--- config.mk ---
export PLATFORM = sky130hd
export DESIGN_NAME = vrtp_queue
export DESIGN_NICKNAME = d
export VERILOG_FILES = /design/src/hdl/vrtp_queue.sv
export VERILOG_INCLUDE_DIRS = /design/src /design/src/hdl
export SDC_FILE = /design/constraint.sdc
export NUM_CORES = 1
export LEC_CHECK = 0
export ABC_CLOCK_PERIOD_IN_PS = 2970
export BUFFER_PORTS_ARGS = -buffer_cell sky130_fd_sc_hd__buf_2
export CAP_MARGIN = 20
export CORE_ASPECT_RATIO = 2
export CORE_MARGIN = 4
export CORE_UTILIZATION = 55
export CTS_BUF_LIST = sky130_fd_sc_hd__clkbuf_16
export CTS_CLUSTER_DIAMETER = 120
export CTS_CLUSTER_SIZE = 14
export DETAILED_ROUTE_END_ITERATION = 16
export PLACE_DENSITY = 0.74
export SKIP_CTS_REPAIR_TIMING = 1
export SLEW_MARGIN = 20
export SYNTH_ARGS = -nofsm -noshare
export SYNTH_HDL_FRONTEND = slang
export SYNTH_SLANG_ARGS = --single-unit
--- constraint.sdc ---
create_clock -name clock -period 2.97 [get_ports clock]
set_input_delay 0.1485 -clock clock [delete_from_list [all_inputs] [get_ports clock]]
set_output_delay 0.1485 -clock clock [all_outputs]
set_load 0.05 [all_outputs]
--- src/hdl/vertex_rotate_translate_project_unit_assert.svh ---
// assertion macros used by the vertex projection queue
`ifndef VERTEX_ROTATE_TRANSLATE_PROJECT_UNIT_ASSERT_SVH
`define VERTEX_ROTATE_TRANSLATE_PROJECT_UNIT_ASSERT_SVH

// same-cycle implication, checked out of reset
`define VRTP_ASSERT_NOW(lbl, clk, rst, ante, cons, msg) \
   lbl: assert property (@(posedge clk) disable iff (rst) (ante) |-> (cons)) else $error(msg);

// next-cycle implication, checked out of reset
`define VRTP_ASSERT_NEXT(lbl, clk, rst, ante, cons, msg) \
   lbl: assert property (@(posedge clk) disable iff (rst) (ante) |=> (cons)) else $error(msg);

`endif

--- src/hdl/vrtp_queue.sv ---
// ----------------------------------------------------------------------------
// vrtp_queue
// small fifo between the front and the divider
// ----------------------------------------------------------------------------
`timescale 1ns / 1ps
`default_nettype none
module vrtp_queue #(
   parameter int WIDTH = 8,
   parameter int DEPTH = 4
) (
   input  wire               clock,
   input  wire               reset,
   input  wire               push_valid,
   output logic              push_ready,
   input  wire  [WIDTH-1:0]  push_data,
   output logic              pop_valid,
   input  wire               pop_ready,
   output logic [WIDTH-1:0]  pop_data
);
   localparam int PW = (DEPTH > 1) ? $clog2(DEPTH) : 1;
   localparam int CW = $clog2(DEPTH + 1);

   logic [WIDTH-1:0] mem [DEPTH];
   logic [PW-1:0]    wr_ptr_ff, rd_ptr_ff;
   logic [CW-1:0]    count_ff;
   logic             push, pop;

   assign push_ready = (count_ff != CW'(DEPTH));
   assign pop_valid  = (count_ff != '0);
   assign push       = push_valid && push_ready;
   assign pop        = pop_valid && pop_ready;
   assign pop_data   = mem[rd_ptr_ff];

   // storage
   always_ff @(posedge clock) begin
      if (push) begin
         mem[wr_ptr_ff] <= push_data;
      end
   end

   // pointers and fill level
   always_ff @(posedge clock) begin
      if (reset) begin
         wr_ptr_ff <= '0;
         rd_ptr_ff <= '0;
         count_ff  <= '0;
      end else begin
         if (push) begin
            wr_ptr_ff <= (wr_ptr_ff == PW'(DEPTH - 1)) ? '0 : wr_ptr_ff + 1'b1;
         end
         if (pop) begin
            rd_ptr_ff <= (rd_ptr_ff == PW'(DEPTH - 1)) ? '0 : rd_ptr_ff + 1'b1;
         end
         if (push && !pop) begin
            count_ff <= count_ff + 1'b1;
         end else if (pop && !push) begin
            count_ff <= count_ff - 1'b1;
         end
      end
   end

`include "vertex_rotate_translate_project_unit_assert.svh"
   `VRTP_ASSERT_NOW(a_fill_bound, clock, reset, 1'b1, count_ff <= CW'(DEPTH), "fifo overfilled")
   `VRTP_ASSERT_NEXT(a_fill_up, clock, reset, push && !pop, count_ff == $past(count_ff) + 1'b1, "fill level lost a push")
   `VRTP_ASSERT_NEXT(a_fill_down, clock, reset, pop && !push, count_ff == $past(count_ff) - 1'b1, "fill level lost a pop")
   `VRTP_ASSERT_NOW(a_ptr_gap, clock, reset, count_ff == '0, wr_ptr_ff == rd_ptr_ff, "pointers disagree when empty")

endmodule
`default_nettype wire

==> run metrics <==
path category of the worst min-delay check in2reg; most common cell after layout, fill and taps aside edfxtp_1; synthesized area per cell 18.16 um2; DRT antenna net count 0; CTS Root Buffer Type clkbuf_16; grt ovf 0; Seq/Total Area, Yosys between 60 and 70%; total number of vias roughly 840; CTS buffer count 5; Cell Rows 27; final slew viol count 0; Worst path max stage delay 490 ps; Vias per Instance around 5.8; Crit Path Category reg2reg; max_cap viols 0; clock skew 4.530 ps; share of post-route cells with drive strength above 1 between 30% and 40%; Worst setup EP type flip-flop; Worst Path Required 3180 ps; RSZ-0062 raised after global routing no; CTS tree done; full die area 3960 um2; Min Clock Period, post-route 2385 ps; status complete, no violations; Starting Density around three fifths; first drt pass iteration count 2; Crit-path slowest cell o31ai_1; final core occ 67.78%; post-route DRC violation count 0; crit-path cells o31ai_1 -> ha_1 -> inv_1 -> fa_1 -> xor2_1 -> or3_2 -> a21oi_1; Peak Freq about 420 MHz; Max VDD drop roughly 650 uV; data arrival time of the worst path 2600 ps; first-pass GRT wire length approximately 4.5 mm; worst skew pair latency 280 ps; Yosys warnings 0; pin count of the biggest net entering global routing 14; Placed Area around 1800 um2; routed len/inst between 15 and 20 um; Leakage about 0.71 nW; Tcrit/Tclk final between 80% and 90%; I/O Pins 22; Placer Congestion around 0.71; total routed wirelength 2.740 mm; total power between 1.5 and 2 mW; Slew @ Worst Pin 538.4 ps; post-route setup TNS 0 ps; area grow syn2layout 16.31%; number of global-route vias before repair around 940; max_slew headroom ~64%; Max Root-Sink Buffers 2; final setup vio count 0; clk slew on worst S/H paths roughly 50 ps; GRT Util Overall between 15 and 20%; DRT iter0 DRCs 24; final instance area 1901 um2; chip width roughly 47 um; Yosys top cell by area edfxtp_1; most frequent cells in the layout edfxtp_1, buf_2, dfxtp_1, mux4_2, ha_1; DP Wirelength 2.046 mm; #FFs+latches synth 41; diodes inserted 0; Syn Nets approximately 110; cells after synthesis 90; Buffers & Inverters on Critical Path 1; Post-Syn Area 1634 um2; top-area cell type share of the netlist area about three fifths; leading post-synthesis cells by cell area edfxtp_1, dfxtp_1, mux4_2; CP top delay family adder cells; pwr/cell area 990.0 nW/um2; die extent in y between 80 and 90 um; Distinct cells, synth 26; crit start category flip-flop; H-tree levels 2; Final nets ~130; antenna violations before repair 0; Hold WS between 80 and 90 ps; Placeable Area around 2800 um2; I/O Buffers 21; clock sinks 41; Max FO, Critical Path 5; Fin. Hold Viols 0
-- layout make-up --
| class | instances | area (um2) |
|---|---|---|
| Sequential cell | 41 | 1141 |
| Fill cell | 189 | 903.4 |
| Multi-Input combinational cell | 42 | 464.2 |
| Clock buffer | 5 | 125.1 |
| Timing Repair Buffer | 21 | 105.1 |
| Tap cell | 29 | 36.28 |
| Clock inverter | 3 | 17.52 |
| Inverter | 3 | 11.26 |
-- through the flow --
step / setup WS, ps / instances
final: 585.4 / 144
after global routing: 437.7 / 144
after CTS: 571.8 / 144
after detailed placement: 602.9 / 136
after global placement: 731.8 / 136
after floorplan: 605.1 / 90
-- Yosys cell counts (all sizes together) --
cell     n
and3     4
nor2     3
nand3    1
edfxtp  32
xor2     2
or3      3
or3b     1
fa       1
nand2    1
nor3     1
clkbuf   2
mux2i    3
mux4     8
ha       6
dfxtp    9
o31ai    2
inv      3
a21oi    2
and2     1
o21ai    1
buf      2
nand2b   2
-- where the power goes --
part           switching [mW]  internal (mW)
logic                   0.384          0.212
registers              0.0724          0.706
clock network           0.200          0.307
-- flip-flops by register name (all words and copies together), names as in the netlist, named ones only --
name / flops
mem: 32
count_ff: 3
rd_ptr_ff: 2
wr_ptr_ff: 2
-- worst paths after layout --
kind	from	to	slack, ps	cells past startpoint
worst min register to register	count_ff[2]$_SDFFE_PP0P_	count_ff[2]$_SDFFE_PP0P_	510	2
worst max-delay path	count_ff[1]$_SDFFE_PP0P_	count_ff[2]$_SDFFE_PP0P_	590	7
worst min-delay path	push_data[0]	mem[2][0]$_DFFE_PP_	90	1
worst max register to register	count_ff[1]$_SDFFE_PP0P_	count_ff[2]$_SDFFE_PP0P_	590	7
-- cell families (layout without fill, tap and decap cells) --
kind of cell | count (synthesis) | count (layout) | share of synthesized area [%]
buf+inv | 7 | 32 | 1.760
compound gates | 5 | 5 | 2.144
mux | 11 | 11 | 12.86
simple gates | 17 | 17 | 6.508
fa+ha+maj | 7 | 7 | 5.819
flops | 41 | 41 | 69.83
xor+xnor | 2 | 2 | 1.072
-- routing by layer --
metal	vias to the layer above	track usage, %	share of wire, %
li1	397	-	-
met3	6	4.883	4.5
met1	419	15.04	34
met2	20	30.53	60
met5	-	0	0
met4	0	7.772	1.7
Note: power is estimated with default switching activity, not from simulation.
